==> config.mk <==
export PLATFORM = sky130hd
export DESIGN_NAME = rgb_to_hsv_byte_hue
export DESIGN_NICKNAME = d
export VERILOG_FILES = /design/src/rtl/rhsv_pkg.sv /design/src/rtl/rgb_to_hsv_byte_hue.sv /design/src/rtl/rhsv_div.sv
export SDC_FILE = /design/constraint.sdc
export NUM_CORES = 1
export LEC_CHECK = 0
export ABC_AREA = 0
export BUFFER_PORTS_ARGS = -buffer_cell sky130_fd_sc_hd__buf_4
export CELL_PAD_IN_SITES_DETAIL_PLACEMENT = 0
export CELL_PAD_IN_SITES_GLOBAL_PLACEMENT = 2
export CORE_MARGIN = 1
export CORE_UTILIZATION = 40
export DETAILED_ROUTE_END_ITERATION = 10
export GPL_ROUTABILITY_DRIVEN = 0
export GPL_TIMING_DRIVEN = 0
export PLACE_DENSITY_LB_ADDON = 0.1
export SYNTH_ARGS = -nofsm -noshare
export SYNTH_HDL_FRONTEND = slang
export SYNTH_SLANG_ARGS = --single-unit
==> constraint.sdc <==
create_clock -name clk -period 5.2 [get_ports clk]
set_clock_uncertainty 0.05 [all_clocks]
set_input_delay 0.26 -clock clk [delete_from_list [all_inputs] [get_ports clk]]
set_output_delay 0.26 -clock clk [all_outputs]
set_load 0.05 [all_outputs]
==> src/rtl/rhsv_pkg.sv <==
package rhsv_pkg;

  localparam int CH_W   = 8;
  localparam int HUE_W  = 9;
  localparam int SAT_W  = 9;
  localparam int QUO_W  = 9;
  localparam int MUL_W  = 6;
  localparam int PROD_W = CH_W + MUL_W;

  localparam logic [MUL_W-1:0]        HUE_SEXTANT    = 6'd43;
  localparam logic signed [HUE_W-1:0] HUE_RED_BASE   = 9'sd0;
  localparam logic signed [HUE_W-1:0] HUE_GREEN_BASE = 9'sd85;
  localparam logic signed [HUE_W-1:0] HUE_BLUE_BASE  = 9'sd171;

  typedef enum logic [1:0] {
    SEL_RED,
    SEL_GREEN,
    SEL_BLUE
  } sel_t;

  typedef struct packed {
    logic [CH_W-1:0] mx;
    sel_t            sel;
    logic            neg;
    logic            grey;
  } side_t;

endpackage

==> src/rtl/rgb_to_hsv_byte_hue.sv <==
// RGB to HSV, byte-scale hue.
// Stages from accepted request to out_valid: 2 prep stages, 9 stages of
// bit-per-stage restoring division, 1 output register.
// Throughput: one pixel per cycle while in_stall is low; each stage holds while its successor is full
// and stalled, so in_stall follows out_stall only when every stage is full.
// Reset (rst_n low, synchronous) clears all stage valid bits; no data is reset.
module rgb_to_hsv_byte_hue (
  input  logic                               clk,
  input  logic                               rst_n,
  input  logic                               in_valid,
  output logic                               in_stall,
  input  logic [rhsv_pkg::CH_W-1:0]          in_red,
  input  logic [rhsv_pkg::CH_W-1:0]          in_green,
  input  logic [rhsv_pkg::CH_W-1:0]          in_blue,
  output logic                               out_valid,
  input  logic                               out_stall,
  output logic signed [rhsv_pkg::HUE_W-1:0]  out_hue,
  output logic [rhsv_pkg::SAT_W-1:0]         out_saturation,
  output logic [rhsv_pkg::CH_W-1:0]          out_brightness
);

  localparam int CH_W  = rhsv_pkg::CH_W;
  localparam int QUO_W = rhsv_pkg::QUO_W;
  localparam int DIV_W = CH_W + QUO_W;
  localparam int NSTG  = QUO_W + 3;
  localparam int DIV0  = 2;
  localparam int OSTG  = NSTG - 1;

  logic [NSTG-1:0] valid_r;
  logic [NSTG-1:0] valid_nxt;
  logic [NSTG-1:0] ld;

  always_comb begin
    ld[OSTG] = !valid_r[OSTG] || !out_stall;
    for (int k = OSTG - 1; k >= 0; k--) begin
      ld[k] = !valid_r[k] || ld[k+1];
    end
    valid_nxt[0] = ld[0] ? in_valid : valid_r[0];
    for (int k = 1; k < NSTG; k++) begin
      if (ld[k]) begin
        valid_nxt[k] = valid_r[k-1];
      end else begin
        valid_nxt[k] = valid_r[k];
      end
    end
  end

  always_ff @(posedge clk) begin
    if (!rst_n) begin
      valid_r <= '0;
    end else begin
      valid_r <= valid_nxt;
    end
  end

  assign in_stall = !ld[0];

  // stage A: max, min, largest channel, signed difference
  logic [CH_W-1:0]   a_mx_r, a_mx_nxt;
  logic [CH_W-1:0]   a_mn_r, a_mn_nxt;
  rhsv_pkg::sel_t    a_sel_r, a_sel_nxt;
  logic signed [CH_W:0] a_diff_r, a_diff_nxt;

  always_comb begin
    a_mn_nxt = (in_red < in_green) ? in_red : in_green;
    if (in_blue < a_mn_nxt) begin
      a_mn_nxt = in_blue;
    end
    if (in_red >= in_green && in_red >= in_blue) begin
      a_sel_nxt  = rhsv_pkg::SEL_RED;
      a_mx_nxt   = in_red;
      a_diff_nxt = $signed({1'b0, in_green}) - $signed({1'b0, in_blue});
    end else if (in_green >= in_blue) begin
      a_sel_nxt  = rhsv_pkg::SEL_GREEN;
      a_mx_nxt   = in_green;
      a_diff_nxt = $signed({1'b0, in_blue}) - $signed({1'b0, in_red});
    end else begin
      a_sel_nxt  = rhsv_pkg::SEL_BLUE;
      a_mx_nxt   = in_blue;
      a_diff_nxt = $signed({1'b0, in_red}) - $signed({1'b0, in_green});
    end
  end

  always_ff @(posedge clk) begin
    if (ld[0]) begin
      a_mx_r   <= a_mx_nxt;
      a_mn_r   <= a_mn_nxt;
      a_sel_r  <= a_sel_nxt;
      a_diff_r <= a_diff_nxt;
    end
  end

  // stage B: delta, |diff| * 43
  logic [CH_W-1:0]             b_delta_r, b_delta_nxt;
  logic [rhsv_pkg::PROD_W-1:0] b_prod_r, b_prod_nxt;
  rhsv_pkg::side_t             b_side_r, b_side_nxt;
  logic [CH_W-1:0]             a_abs;

  always_comb begin
    a_abs            = a_diff_r[CH_W] ? CH_W'(-a_diff_r) : a_diff_r[CH_W-1:0];
    b_delta_nxt      = a_mx_r - a_mn_r;
    b_prod_nxt       = a_abs * rhsv_pkg::HUE_SEXTANT;
    b_side_nxt.mx    = a_mx_r;
    b_side_nxt.sel   = a_sel_r;
    b_side_nxt.neg   = a_diff_r[CH_W];
    b_side_nxt.grey  = (a_mx_r == a_mn_r);
  end

  always_ff @(posedge clk) begin
    if (ld[1]) begin
      b_delta_r <= b_delta_nxt;
      b_prod_r  <= b_prod_nxt;
      b_side_r  <= b_side_nxt;
    end
  end

  // dividers: saturation = delta*256/max, hue part = 43*|diff|/delta
  logic [QUO_W-1:0] sat_q;
  logic [QUO_W-1:0] hue_q;

  rhsv_div #(
    .DEN_W(CH_W),
    .QUO_W(QUO_W)
  ) u_sat_div (
    .clk(clk),
    .adv(ld[DIV0+QUO_W-1:DIV0]),
    .num(DIV_W'({b_delta_r, 8'h00})),
    .den(b_side_r.mx),
    .quo(sat_q)
  );

  rhsv_div #(
    .DEN_W(CH_W),
    .QUO_W(QUO_W)
  ) u_hue_div (
    .clk(clk),
    .adv(ld[DIV0+QUO_W-1:DIV0]),
    .num(DIV_W'(b_prod_r)),
    .den(b_delta_r),
    .quo(hue_q)
  );

  rhsv_pkg::side_t side_r [QUO_W];

  always_ff @(posedge clk) begin
    if (ld[DIV0]) begin
      side_r[0] <= b_side_r;
    end
    for (int i = 1; i < QUO_W; i++) begin
      if (ld[DIV0+i]) begin
        side_r[i] <= side_r[i-1];
      end
    end
  end

  // output register
  logic signed [rhsv_pkg::HUE_W-1:0] hue_r, hue_nxt;
  logic [rhsv_pkg::SAT_W-1:0]        sat_r, sat_nxt;
  logic [CH_W-1:0]                   bright_r;
  logic signed [rhsv_pkg::HUE_W-1:0] hue_base;
  logic signed [rhsv_pkg::HUE_W-1:0] hue_part;
  rhsv_pkg::side_t                   d_side;

  always_comb begin
    d_side   = side_r[QUO_W-1];
    hue_part = d_side.neg ? -$signed(hue_q) : $signed(hue_q);
    case (d_side.sel)
      rhsv_pkg::SEL_RED:   hue_base = rhsv_pkg::HUE_RED_BASE;
      rhsv_pkg::SEL_GREEN: hue_base = rhsv_pkg::HUE_GREEN_BASE;
      rhsv_pkg::SEL_BLUE:  hue_base = rhsv_pkg::HUE_BLUE_BASE;
      default:             hue_base = rhsv_pkg::HUE_RED_BASE;
    endcase
    if (d_side.grey) begin
      hue_nxt = '0;
      sat_nxt = '0;
    end else begin
      hue_nxt = hue_base + hue_part;
      sat_nxt = sat_q;
    end
  end

  always_ff @(posedge clk) begin
    if (ld[OSTG]) begin
      hue_r    <= hue_nxt;
      sat_r    <= sat_nxt;
      bright_r <= d_side.mx;
    end
  end

  assign out_valid      = valid_r[OSTG];
  assign out_hue        = hue_r;
  assign out_saturation = sat_r;
  assign out_brightness = bright_r;

endmodule

==> src/rtl/rhsv_div.sv <==
module rhsv_div #(
  parameter int DEN_W = rhsv_pkg::CH_W,
  parameter int QUO_W = rhsv_pkg::QUO_W
) (
  input  logic                   clk,
  input  logic [QUO_W-1:0]       adv,
  input  logic [DEN_W+QUO_W-1:0] num,
  input  logic [DEN_W-1:0]       den,
  output logic [QUO_W-1:0]       quo
);

  localparam int W = DEN_W + QUO_W;

  logic [W-1:0]     rem_r [QUO_W-1];
  logic [DEN_W-1:0] den_r [QUO_W-1];
  logic [QUO_W-1:0] quo_r [QUO_W];

  // one quotient bit per stage, MSB first
  for (genvar i = 0; i < QUO_W; i++) begin : g_stage
    localparam int B = QUO_W - 1 - i;
    logic [W-1:0]     rem_in;
    logic [W-1:0]     shd;
    logic [W-1:0]     rem_nxt;
    logic [DEN_W-1:0] den_in;
    logic [QUO_W-1:0] quo_in;
    logic [QUO_W-1:0] quo_nxt;

    if (i == 0) begin : g_first
      assign rem_in = num;
      assign den_in = den;
      assign quo_in = '0;
    end else begin : g_next
      assign rem_in = rem_r[i-1];
      assign den_in = den_r[i-1];
      assign quo_in = quo_r[i-1];
    end

    assign shd = W'(den_in) << B;

    always_comb begin
      rem_nxt = rem_in;
      quo_nxt = quo_in;
      if (rem_in >= shd) begin
        rem_nxt    = rem_in - shd;
        quo_nxt[B] = 1'b1;
      end
    end

    always_ff @(posedge clk) begin
      if (adv[i]) begin
        quo_r[i] <= quo_nxt;
      end
    end

    if (i < QUO_W - 1) begin : g_keep
      always_ff @(posedge clk) begin
        if (adv[i]) begin
          rem_r[i] <= rem_nxt;
          den_r[i] <= den_in;
        end
      end
    end
  end

  assign quo = quo_r[QUO_W-1];

endmodule

* After elaboration in Yosys (flattened, before gate mapping)
Memory sizes are Yosys's and may differ from the RTL's. A register that Yosys moved wholly into a read port is not among the register bits.
Cells that the tools add are included.
** Operators by class
- Add/sub/neg operators :: 23
- Multiply operators :: 1
- Order comparisons :: 23
- Equality and inequality tests :: 3
- Muxes and demuxes :: 62
- Reduce and logical (&&, ||, !) cells :: 27
** Operators with widths (count)
- 17-bit two-way mux :: 16
- 8-bit two-way mux :: 5
- 1-bit two-way mux :: 36
- 17-bit by 10-bit >= comparator with 1-bit output :: 2
- 17-bit by 11-bit >= comparator with 1-bit output :: 2
- 17-bit by 12-bit >= comparator with 1-bit output :: 2
- 17-bit by 13-bit >= comparator with 1-bit output :: 2
- 17-bit by 14-bit >= comparator with 1-bit output :: 2
- 17-bit by 15-bit >= comparator with 1-bit output :: 2
- 17-bit by 8-bit >= comparator with 1-bit output :: 2
- 17-bit by 9-bit >= comparator with 1-bit output :: 2
- 17-bit by 10-bit subtractor with 17-bit output :: 2
- 17-bit by 11-bit subtractor with 17-bit output :: 2
- 17-bit by 12-bit subtractor with 17-bit output :: 2
- 17-bit by 13-bit subtractor with 17-bit output :: 2
- 17-bit by 14-bit subtractor with 17-bit output :: 2
- 17-bit by 15-bit subtractor with 17-bit output :: 2
- 17-bit by 9-bit subtractor with 17-bit output :: 2
- 9-bit two-way mux :: 3
- 8-bit by 8-bit subtractor with 9-bit output :: 3
- 8-bit >= comparator :: 3
- 14-bit by 16-bit subtractor with 17-bit output :: 1
- 16-bit by 16-bit subtractor with 17-bit output :: 1
- 14-bit by 16-bit >= comparator with 1-bit output :: 1
- 15 further kinds :: 40
** Word-level totals
- Register bits after elaboration :: 90
- Memory bits (writable) :: 670
- Bits of input ports :: 28
- Output and inout bits :: 28
- Memories kept :: 7
** Memories
- u_hue_div.rem_r :: depth 8, bits a word 17, rd ports 8, clocked after Yosys merged registers in 0, wr ports 8, RTL line rhsv_div.sv:14 : logic [W-1:0] rem_r [QUO_W-1];
- u_sat_div.rem_r :: depth 8, bits a word 17, rd ports 8, clocked after Yosys merged registers in 0, wr ports 8, RTL line rhsv_div.sv:14
- side_r :: depth 9, bits a word 12, rd ports 9, clocked after Yosys merged registers in 0, wr ports 9, RTL line rgb_to_hsv_byte_hue.sv:143 : rhsv_pkg::side_t side_r [QUO_W];
- u_hue_div.quo_r :: depth 9, bits a word 9, rd ports 9, clocked after Yosys merged registers in 0, wr ports 9, RTL line rhsv_div.sv:16 : logic [QUO_W-1:0] quo_r [QUO_W];
- u_sat_div.quo_r :: depth 9, bits a word 9, rd ports 9, clocked after Yosys merged registers in 1, wr ports 9, RTL line rhsv_div.sv:16
- u_hue_div.den_r :: depth 8, bits a word 8, rd ports 8, clocked after Yosys merged registers in 0, wr ports 8, RTL line rhsv_div.sv:15 : logic [DEN_W-1:0] den_r [QUO_W-1];
- 1 more memories

* Logic depth before layout (Yosys ltp)
Gate-level depths: netlist of the first run.
- Word-level depth :: 14
- Mapped depth :: 18

* Hierarchy
Synthesis of the first run repeated with hierarchy kept, for this count alone.
** Second synthesis, totals
- Cell total of the unflattened synthesis :: 2694
- Area total of the unflattened synthesis :: 34600.7 um^2
** By module, submodules not included
- rhsv_div at u_sat_div :: instances 1, cells each 959, area each 12190.4 um^2, seq. area each 7357.1 um^2
- rhsv_div at u_hue_div :: instances 1, cells each 962, area each 12154.2 um^2, seq. area each 7357.1 um^2
- rgb_to_hsv_byte_hue :: instances 1, cells each 773, area each 10256.1 um^2, seq. area each 6095.8 um^2

* Worst setup path after synthesis of the first run
No wires, ideal clock.
- Kind :: register to register
- From :: reg valid_r[11]
- To :: reg valid_r[0]
- Setup time :: 0.116 ns
- Arrival :: 4.555 ns
- Data required time :: 5.034 ns
- Setup slack :: 0.479 ns
- Stages on the path, launching flop included :: 10
- Path buffers :: 0
- Cells stage by stage :: dfxtp_1 -> nand2_1 -> nor2_1 -> and2_1 -> inv_1 -> nor2_1 -> and2_1 -> nand2_1 -> inv_1 -> o21a_1
** Between the ends
- Longest elaborated chain between the ends :: 13
** Ends and longest elaborated chain
- from (decl) :: RTL line rgb_to_hsv_byte_hue.sv:29 : logic [NSTG-1:0] valid_r;
- from (signal assigned) :: RTL line rgb_to_hsv_byte_hue.sv:52 : valid_r <= valid_nxt;
- 1-bit logical NOT :: RTL line rgb_to_hsv_byte_hue.sv:34 : ld[OSTG] = !valid_r[OSTG] || !out_stall;
- 1-bit logical OR :: RTL line rgb_to_hsv_byte_hue.sv:34
- net ld[11] :: RTL line rgb_to_hsv_byte_hue.sv:31 : logic [NSTG-1:0] ld;
- 1-bit logical OR (5 in a row) :: RTL line rgb_to_hsv_byte_hue.sv:36 : ld[k] = !valid_r[k] || ld[k+1];
- net ld[6] :: RTL line rgb_to_hsv_byte_hue.sv:31
- 1-bit logical OR (6 in a row) :: RTL line rgb_to_hsv_byte_hue.sv:36
The timed path passes the listed nets, and every way through them passes these cells.
A chain may end at the register's enable or synchronous reset.

* Final worst setup path of the first run
- From :: reg a_diff_r[2]
- To :: reg b_prod_r[13] (netlist name), data pin
** Between the ends
- Longest elaborated chain between the ends :: 3
** Ends and longest elaborated chain
- from (decl) :: RTL line rgb_to_hsv_byte_hue.sv:62 : logic signed [CH_W:0] a_diff_r, a_diff_nxt;
- from (signal assigned) :: RTL line rgb_to_hsv_byte_hue.sv:89 : a_diff_r <= a_diff_nxt;
- 8-bit negation :: RTL line rgb_to_hsv_byte_hue.sv:100 : a_abs = a_diff_r[CH_W] ? CH_W'(-a_diff_r) : a_diff_r[CH_W-1:0];
- 8-bit two-way mux (*) :: RTL line rgb_to_hsv_byte_hue.sv:100
- 8-bit by 6-bit multiplier with 14-bit output (*) :: RTL line rgb_to_hsv_byte_hue.sv:102 : b_prod_nxt = a_abs * rhsv_pkg::HUE_SEXTANT;
- net b_prod_nxt (one bit) :: RTL line rgb_to_hsv_byte_hue.sv:95 : logic [rhsv_pkg::PROD_W-1:0] b_prod_r, b_prod_nxt;
- to (signal assigned) :: RTL line rgb_to_hsv_byte_hue.sv:112 : b_prod_r <= b_prod_nxt;
- to (decl) :: RTL line rgb_to_hsv_byte_hue.sv:95
The timed path passes the listed nets; every way through them passes the cells marked *.

==> results.yml, run 1 <==
logic_synthesis:
  asyncSetResetFlopFracSynth_pct: 0
  complex_gate_fraction_of_the_synthesized_area_pct: 9.87
  synth.area.top_cells: "edfxtp_1 57%, ha_1 9.1%, inv_1 3.5%, xnor2_1 2.9%, o21ai_0 2.2%"
  synthAdderAreaFrac_pct: 11.0
  synth_seq_cells: 597
  share_of_synthesized_cell_area_in_and_or_nand_and_nor_gates_pct: 10.2
  avgSynthCellArea_um2: 12.3
  synth_cell_type_count: 79
  synth_mux_area_share_pct: 2.08
  synthesis.yosys.warnings: 0
  yosys.area_share.xor_xnor_pct: 5.06
  synth_sequential_area_ratio_pct: 57.8
  syn-num-nets: 2794
  cells_after_synthesis: 2513
  synthFlopType: "edfxtp_1"
  yosysMostFrequentCell: "edfxtp_1"
  synthDominantCellAreaShare_pct: 57.0
  synth_top_area_cell: "edfxtp_1"
  synth_edf_count: 585
  synth.cell_area_mm2: 0.0308
  most_frequent_cells_after_synthesis: "585 x edfxtp_1, 286 x inv_1, 223 x ha_1, 166 x nor2_1, 142 x nand2_1"
  synth_top_family_by_area: "adder cells"
global_route:
  grt_first_pass_wirelength_um: 94900
  number_of_antenna_violations_at_the_first_check_in_global_routing: 0
  groute.usage.overall_pct: 15.1
  via_count_of_the_first_global_routing_pass: 19041
  maximum_number_of_pins_on_one_net_before_global_route_repair: 71
  overflow: 0
clock_network:
  cts_made_buffers: 69
  worst_skew_pair.late_latency_ps: 590
  clock_tree_from_tritoncts: "built"
  clkTransAtPathRegs_ps: 60
  cts_buffer_depth: 3
  clock-sinks: 597
  h_tree_levels: 3
  clock-root-buffer: "clkbuf_16"
drt:
  finalWirelength_um: 58300
  count_of_unresolved_drc_violations_after_routing: 0
  dr_total_vias: 18414
  first_pass_iters: 5
  drt_first_iter_violations: 741
  drt.antenna.violating_nets: 0
  routedWlPerCell_um: 15.6
  drt-vias-per-instance: 4.93
sta:
  max_clock_freq_mhz: 206
  final_period_minus_worst_setup_slack_ps: 4850
  tightest_slew_ps: 1280
  timing.hold.ws_ps: 53.8
  setup_violations: 0
  unrepaired_setup_endpoints_after_global_routing: "false"
  maxSlewViolCount: 0
  setup_ws_ps: 347
  relSlewSlack_pct: 14.6
  finalCritPeriodShare_pct: 93.3
  final-hold-violation-count: 0
floorplanning:
  die_area_mm2: 0.0782
  dieWidth_um: 280
  design.portCount: 56
  core_area_mm2: 0.0761
  starting_density_pct: 40.5
  die_height_um: 280
  rows: 101
status:
  run_status: "completed"
final_layout:
  antenna-diode-count: 0
  fill_cells: 6927
  layout-area-overhead-vs-synth_pct: 13.4
  layout-drive-gt1-share_pct: 8.97
  nets: 2936
  postLayoutCoreUtil_pct: 45.9
worst_setup_path:
  critPathSlowestCell: "fa_1"
  critical_path.max_stage_delay_ps: 540
  worstSetupPathType: "flop to flop"
  worst-path-buf-inv: 3
  worstPathMaxFanout: 5
  setup.reg_to_reg.worst_slack_ps: 350
  end_kind: "flop"
  reg2reg_from: "a_diff_r[2]"
  worstPathArrival_ps: 5150
  worstRegToRegCells: 16
  start_kind: "flop"
  critical_path.cell_chain: "or3_1 -> o31ai_2 -> xor2_2 -> inv_1 -> ha_1 -> inv_1 -> fa_1 -> fa_1 -> inv_1 -> ha_1 -> a21oi_1 -> o21bai_1 -> a2111oi_2 -> o31ai_1 -> a21oi_1 -> xnor2_1"
  reg2reg_to: "b_prod_r[13]"
  worst_ep_required_time_ps: 5500
  worst_path_dominant_cell_family: "adder cells"
  critPathMostFrequentCell: "inv_1"
power_and_ir_drop:
  power_mw: 25.7
  power_density_mw_per_mm2: 735
  static-leakage-power_nw: 14.2
  peakVddDrop_uv: 634
min_path:
  timing.hold.worst_path_depth: 3
  hold_end: "a_mn_r[2]"
  worstHoldPathType: "input pin to flop"
  worst_hold_startpoint: "in_blue[2]"
placed_design:
  post-place-ws_ps: -108
  io_buffer_count: 55
  place.detailed.hpwl_um: 45400
run:
  cap_violations: 0
how the worst max path moves through the flow:
stage	startpoint	end	slack [ps]	depth (start not counted)
global route	a_diff_r[2]	b_prod_r[13]	50	16
detailed placement	a_diff_r[2]	b_prod_r[13]	-110	16
finish	a_diff_r[2]	b_prod_r[13]	350	16
global placement	out_stall	u_hue_div.den_r[0][7]	-390	7
CTS	a_diff_r[2]	b_prod_r[13]	-10	16
floorplan	valid_r[11]	valid_r[0]	480	9
stage by stage:
step                      instances  setup TNS [ps]  area (um2)
after floorplan                2513               0       30800
after global placement         3598          -28110       32500
after detailed placement       3604            -108       32700
after CTS                      3738           -13.4       34900
after global routing           3738               0       34900
final                          3738               0       34900
final cells by class:
| type | count | area (um2) | area share [%] |
|---|---|---|---|
| flip-flops and latches | 597 | 17800 | 51.0 |
| multi-input cells | 1596 | 11800 | 33.8 |
| repair buffers | 71 | 633 | 1.81 |
| inverters | 287 | 1080 | 3.08 |
| well taps | 1030 | 1290 | 3.69 |
| plain buffers | 33 | 155 | 0.444 |
| clock inverters | 35 | 254 | 0.727 |
| clock buffers | 89 | 1910 | 5.46 |
sequential cells by signal (all words and copies together) (netlist names), 12 cells and up:
name and cells:
b_side_r 12, u_hue_div.den_r 64, valid_r 12, b_prod_r 14, u_hue_div.rem_r 136, u_hue_div.quo_r 45
side_r 107, u_sat_div.rem_r 100, u_sat_div.quo_r 45
power breakdown:
part           switching, mW  internal (mW)  total, mW
registers               1.13           8.27       9.40
logic                   6.40           5.33       11.7
clock network           1.86           2.70       4.56
total                   9.38           16.3       25.7
repair_timing:
item	in CTS	in global routing
setup buffers	0	0
setup endpoints to repair	2	3
hold buffers	10	0
hold endpoints to repair	11	0
gates resized for setup	2	4
layout by cell type, fill, tap and decap left out, drive strengths merged, types with 7 or more instances in the layout:
master,n
nor3,59
a31oi,14
nor4,27
or4,7
edfxtp,585
xor2,76
nor2,166
nand2b,40
clkinv,27
o21ai,144
nand2,142
dfxtp,12
mux2i,28
o31ai,23
buf,77
a21oi,136
a21o,39
clkbuf,106
or4b,7
or2,8
nand3,18
nor2b,60
ha,223
a211oi,17
o21bai,13
nand4,30
fa,30
dlygate4sd3,10
xnor2,102
a21boi,11
and2,11
or3,26
inv,290
o21a,44
mux2,30
worst register-to-register path, stage by stage (launching register included):
cell	delay, ps
edfxtp_1	500
or3_1	420
o31ai_2	270
xor2_2	300
inv_1	150
ha_1	290
inv_1	50
fa_1	460
fa_1	540
inv_1	40
ha_1	330
a21oi_1	240
o21bai_1	140
a2111oi_2	450
o31ai_1	120
a21oi_1	180
xnor2_1	80
cells by family (layout without fill, tap and decap cells):
group / after synthesis / count (layout)
compound gates: 486 / 486
xor+xnor: 178 / 178
fa+ha+maj: 253 / 253
buf+inv: 320 / 515
flops: 597 / 597
mux: 58 / 58
simple gates: 621 / 621
routing by layer:
metal  vias up  global-route usage, %  routed length (um)
met2       225                   29.3               31500
met3       105                   2.32                1700
li1       9390                      -                   -
met5         -                      0                   0
met1      8694                   16.3               23600
met4         0                   5.81                1570
Power figures use the tool's default switching activity.
==> inputs of run 2 (changes only) <==
- ABC_AREA: 0 -> 1
==> run 2 against run 1 <==
  * Largest cell class unchanged
  * Combinational power hardly changed
  * Critical path type is now flop to output pin
  * Total power fell by 1.3%
  * Critical path depth fell by 3
  * Sequential share of layout area shrank 0.35 points
  * Routed wire length is 8.7% higher
  * Synthesized area up 0.90%
  * Count of clock-buffer cells in the layout fell by 8
  * Die area is 0.89% higher
  * Maximum frequency is 2.6% higher
  * Via count up 6.1%
  * Worst setup slack improved by 120 ps
  * Clock power down 0.9%
  * Largest power group unchanged
==> results.yml, run 2 <==
drt:
  count_of_unresolved_drc_violations_after_routing: 0
  drt_first_iter_violations: 820
  drt.antenna.violating_nets: 0
  routedWlPerCell_um: 15.4
  finalWirelength_um: 63400
  dr_total_vias: 19542
  first_pass_iters: 5
  drt-vias-per-instance: 4.75
floorplanning:
  rows: 101
  die_area_mm2: 0.0788
  design.portCount: 56
  dieWidth_um: 281
  core_area_mm2: 0.0765
  die_height_um: 281
  starting_density_pct: 40.7
logic_synthesis:
  cells_after_synthesis: 2885
  synthAdderAreaFrac_pct: 10.9
  synthDominantCellAreaShare_pct: 56.5
  synth_cell_type_count: 64
  synthesis.yosys.warnings: 0
  synth_edf_count: 585
  synth.area.top_cells: "edfxtp_1 56%, ha_1 9.0%, nand2_1 5.9%, inv_1 5.3%, o21ai_0 2.9%"
  synth_top_area_cell: "edfxtp_1"
  complex_gate_fraction_of_the_synthesized_area_pct: 8.03
  synth_top_family_by_area: "simple AND/OR/NAND/NOR gates"
  synthFlopType: "edfxtp_1"
  share_of_synthesized_cell_area_in_and_or_nand_and_nor_gates_pct: 13.0
  syn-num-nets: 3166
  synth_mux_area_share_pct: 0.0362
  most_frequent_cells_after_synthesis: "585 x edfxtp_1, 488 x nand2_1, 437 x inv_1, 223 x ha_1, 220 x nor2_1"
  synth.cell_area_mm2: 0.0311
  asyncSetResetFlopFracSynth_pct: 0
  synth_sequential_area_ratio_pct: 57.3
  synth_seq_cells: 597
  avgSynthCellArea_um2: 10.8
  yosysMostFrequentCell: "edfxtp_1"
  yosys.area_share.xor_xnor_pct: 4.90
sta:
  final_period_minus_worst_setup_slack_ps: 4730
  finalCritPeriodShare_pct: 91.0
  setup_violations: 0
  max_clock_freq_mhz: 211
  relSlewSlack_pct: 26.3
  timing.hold.ws_ps: 35.5
  setup_ws_ps: 469
  tightest_slew_ps: 1100
  tns_ps: 0
  unrepaired_setup_endpoints_after_global_routing: "false"
  final-hold-violation-count: 0
  maxSlewViolCount: 0
clock_network:
  cts_made_buffers: 69
  cts_buffer_depth: 3
  worst_skew_pair.late_latency_ps: 600
  clkTransAtPathRegs_ps: 60
  clock-root-buffer: "clkbuf_16"
  clock-sinks: 597
  clock_tree_from_tritoncts: "built"
  h_tree_levels: 3
worst_setup_path:
  end_kind: "output pin"
  worstPathMaxFanout: 62
  setup.reg_to_reg.worst_slack_ps: 500
  reg2reg_to: "b_prod_r[13]"
  worst_ep_required_time_ps: 4890
  reg2reg_from: "a_diff_r[0]"
  worstSetupPathType: "flop to output pin"
  worstRegToRegCells: 19
  worstSetupStartpoint: "valid_r[11]"
  worstPathArrival_ps: 4420
  start_kind: "flop"
final_layout:
  finish.cell_count_without_fillers: 4111
  largest_register_ffs: 136
  postLayoutCellArea_mm2: 0.0352
  largest-register: "u_hue_div.rem_r"
  top_regs: "u_hue_div.rem_r x136, side_r x107, u_sat_div.rem_r x100"
  nets: 3309
  layout-drive-gt1-share_pct: 7.95
  postLayoutCoreUtil_pct: 46.0
  layout.cells.most_common: "edfxtp_1"
  layout-area-overhead-vs-synth_pct: 13.2
  layout_common_cells: "585 x edfxtp_1, 488 x nand2_1, 432 x inv_1"
  antenna-diode-count: 0
power_and_ir_drop:
  power_mw: 25.3
  comb_power_share_pct: 45.0
  static-leakage-power_nw: 15.1
  internal_power_mw: 15.5
  power_frac_seq_pct: 37.2
  peakVddDrop_uv: 953
  power_density_mw_per_mm2: 720
  share_clk_of_total_power_pct: 17.8
  switching_share_pct: 39.0
  power.switching_mw: 9.88
placed_design:
  io_buffer_count: 55
  post-place-ws_ps: -712
  place.detailed.hpwl_um: 49600
  dpl-instance-area_mm2: 0.0329
  dp_cell_count: 3974
global_route:
  via_count_of_the_first_global_routing_pass: 19750
  groute.usage.overall_pct: 16.4
  number_of_antenna_violations_at_the_first_check_in_global_routing: 0
  grt_first_pass_wirelength_um: 102000
  maximum_number_of_pins_on_one_net_before_global_route_repair: 69
  overflow: 0
status:
  run_status: "completed"
min_path:
  hold_end: "a_mn_r[5]"
  worst_hold_startpoint: "in_blue[5]"
  worstHoldPathType: "input pin to flop"
  timing.hold.worst_path_depth: 3
run:
  cap_violations: 0
run 2: changes by cell type in the layout (fill, tap and decap cells not counted), moves of 28 or more:
cell / change
nand2_1: +351
inv_1: +150
nor2b_1: -60
nand3_1: +55
nor2_1: +54
o21ai_0: +41
nand2b_1: -40
o21a_1: -37
a21oi_1: +36
a21o_1: -29
xnor2_1: -29
mux2i_1: -28
run 2: cell families (layout without fill, tap and decap cells):
kind of cell             Yosys count  after routing
buffers and inverters            474            668
AO/OA/AOI/OAI                    454            454
flip-flops                       597            597
adder cells (fa/ha/maj)          253            253
XOR/XNOR                         174            174
multiplexers                       1              1
AND/OR/NAND/NOR                  932            934
run 2: what timing repair did:
| item | CTS | global route |
|---|---|---|
| hold endpoints to repair | 10 | 0 |
| pin swaps | 1 | 4 |
| resized for setup | 6 | 0 |
| gates cloned | 1 | 1 |
| setup endpoints to repair | 63 | 1 |
| setup buffers | 0 | 2 |
| hold buffers | 9 | 0 |
run 2: final cells by class:
type / count / area (um2)
buffer: 27 / 141
clock buffer: 81 / 1780
clock inverter: 43 / 355
fill: 7093 / 41300
inverter: 447 / 1680
multi-input combinational: 1816 / 11500
sequential: 597 / 17800
tap: 1030 / 1290
timing repair buffer: 70 / 598
run 2: metal layers:
metal  vias up  track usage [%]  routed length [um]  share of wire [%]
met3       102             2.64                1880                3.0
met5         -                0                   0                  0
li1      10159                -                   -                  -
met1      9027             19.8               28300                 45
met2       254             29.3               31400                 49
met4         0             5.86                1850                2.9
run 2: worst max path at each step:
stage                             end  slack [ps]
after floorplan              in_stall         320
after global placement    b_side_r[6]        -440
after detailed placement     in_stall        -710
after CTS                    in_stall         120
after global routing         in_stall          30
final                        in_stall         470
run 2: power by group through the flow:
stage | registers, mW | clock network, mW | logic [mW]
3_5_place_dp | 9.58 | 0 | 11.5
2_1_floorplan | 9.22 | 0 | 8.80
3_3_place_gp | 9.56 | 0 | 11.4
5_1_grt | 9.68 | 4.85 | 13.2
4_1_cts | 9.49 | 4.66 | 11.5
6_report | 9.44 | 4.52 | 11.4
run 2: critical path, stage by stage (launching register included):
cell and delay (ps):
dfxtp_1 460, nand3_4 290, nor2_4 280, nand2_8 210, nor2_4 250, nand2_8 290
nor2_4 290, nand2_8 290, nor2_4 280, nand2_8 270, nor2_4 240, nand2_4 280
inv_2 150, buf_4 210
==> inputs of run 3 (changes only) <==
- PLACE_DENSITY: default -> 0.84
- PLACE_DENSITY_LB_ADDON: 0.1 -> default
==> run 3 against run 2 <==
  * Die area did not move
  * Register-to-register slack better by 80 ps
  * Sequential share of layout area decreased by 0.14 points
  * Non-clock buffer count down 2
  * Core utilization rose by 0.13 points
  * Count of clock-buffer cells in the layout increased by 4
  * Total power increased by 0.11%
  * Critical endpoint unchanged
  * Largest cell class unchanged
  * Largest power group unchanged
==> results.yml, run 3 (same netlist as run 2, synthesis figures left out) <==
final_layout:
  top_regs: "u_hue_div.rem_r x136, side_r x107, u_sat_div.rem_r x100"
  antenna-diode-count: 0
  largest-register: "u_hue_div.rem_r"
  nets: 3306
  layout-area-overhead-vs-synth_pct: 13.5
  layout-drive-gt1-share_pct: 7.92
  largest_register_ffs: 136
  layout_common_cells: "585 x edfxtp_1, 488 x nand2_1, 433 x inv_1"
  layout.cells.most_common: "edfxtp_1"
clock_network:
  clock-root-buffer: "clkbuf_16"
  clock_tree_from_tritoncts: "built"
  clkTransAtPathRegs_ps: 50
  cts_buffer_depth: 3
  cts_made_buffers: 68
  worst_skew_pair.late_latency_ps: 620
  h_tree_levels: 3
  clock-sinks: 597
sta:
  max_clock_freq_mhz: 213
  timing.hold.ws_ps: 35.3
  final_period_minus_worst_setup_slack_ps: 4700
  finalCritPeriodShare_pct: 90.4
  final-hold-violation-count: 0
  tightest_slew_ps: 1180
  unrepaired_setup_endpoints_after_global_routing: "false"
  tns_ps: 0
  maxSlewViolCount: 0
  relSlewSlack_pct: 20.9
  setup_violations: 0
worst_setup_path:
  critPathSlowestCell: "dfxtp_1"
  worstSetupPathType: "flop to output pin"
  start_kind: "flop"
  critPathMostFrequentCell: "nor2_4"
  critical_path.max_stage_delay_ps: 480
  critical_path.cell_chain: "nand3_4 -> nor2_4 -> nand2_8 -> nor2_4 -> nand2_8 -> nor2_4 -> nand2_8 -> nor2_4 -> nand2_8 -> nor2_4 -> nand2_4 -> inv_2 -> buf_4"
  worstPathMaxFanout: 62
  worstPathArrival_ps: 4390
  end_kind: "output pin"
  worst_ep_required_time_ps: 4890
global_route:
  number_of_antenna_violations_at_the_first_check_in_global_routing: 0
  via_count_of_the_first_global_routing_pass: 19981
  grt_first_pass_wirelength_um: 94200
  maximum_number_of_pins_on_one_net_before_global_route_repair: 69
  groute.usage.overall_pct: 14.8
  overflow: 0
drt:
  first_pass_iters: 5
  drt.antenna.violating_nets: 0
  drt_first_iter_violations: 899
  drt-vias-per-instance: 4.82
  finalWirelength_um: 57700
  dr_total_vias: 19807
  count_of_unresolved_drc_violations_after_routing: 0
  routedWlPerCell_um: 14.0
placed_design:
  io_buffer_count: 55
  place.detailed.hpwl_um: 45000
min_path:
  worstHoldPathType: "input pin to flop"
floorplanning:
  rows: 101
  die_area_mm2: 0.0788
  core_area_mm2: 0.0765
  starting_density_pct: 40.7
  die_height_um: 281
  design.portCount: 56
  dieWidth_um: 281
run:
  cap_violations: 0
power_and_ir_drop:
  power_density_mw_per_mm2: 719
  static-leakage-power_nw: 15.2
  peakVddDrop_uv: 465
status:
  run_status: "completed"
run 3: layout make-up:
| type | instances | area, um2 |
|---|---|---|
| Buffer | 27 | 141 |
| Clock buffer | 85 | 1810 |
| Clock inverter | 40 | 438 |
| Fill cell | 6969 | 41200 |
| Inverter | 447 | 1680 |
| Multi-Input combinational cell | 1816 | 11500 |
| Sequential cell | 597 | 17800 |
| Tap cell | 1030 | 1290 |
| Timing Repair Buffer | 68 | 588 |
run 3: where the power goes:
group	internal (mW)	switching, mW	leakage, nW
combinational	4.61	6.74	7.78
sequential	8.23	1.09	6.29
clock	2.80	1.90	1.08
total	15.6	9.73	15.2
run 3: final timing paths:
check	start	endpoint	slack [ps]	cells past startpoint
min	in_blue[0]	a_mn_r[0]	40	3
max reg2reg	a_diff_r[0]	b_prod_r[12]	580	21
max	valid_r[10]	in_stall	500	13
min reg2reg	u_hue_div.quo_r[0][42]	u_hue_div.quo_r[0][51]	360	0
run 3: stage by stage:
step / instances / utilization (%) / power [mW] / worst slack [ps] / area [um2]
after floorplan: 2885 / - / 18.0 / 323 / 31100
after global routing: 4110 / 46.1 / 27.6 / 85.4 / 35300
after global placement: 3970 / 42.9 / 20.5 / -345 / 32800
after CTS: 4108 / 46.1 / 25.7 / 118 / 35300
after detailed placement: 3974 / 43.0 / 20.8 / -665 / 32900
final: 4110 / 46.1 / 25.4 / 500 / 35300
run 3: per-layer routing:
layer  routed length (um)  vias up  global-route usage [%]
met5                    0        -                       0
met4                 2560        0                    6.99
met3                 1830      156                    2.74
met2                30100      327                    28.0
met1                23200     9161                    15.6
li1                     -    10163                       -
run 3: critical path, delay by kind of cell, from the launching register on:
kind          cells  cell delay [ps]
simple gates     11             2910
flops             1              480
buf+inv           2              340
run 3: timing repair:
item | 4_1_cts | 5_1_grt
setup buffers | 0 | 1
gates cloned | 1 | 1
endpoints found under the setup margin | 63 | 1
pin swaps | 1 | 3
endpoints found under the hold margin | 9 | 0
resized for setup | 6 | 0
hold buffers | 8 | 0
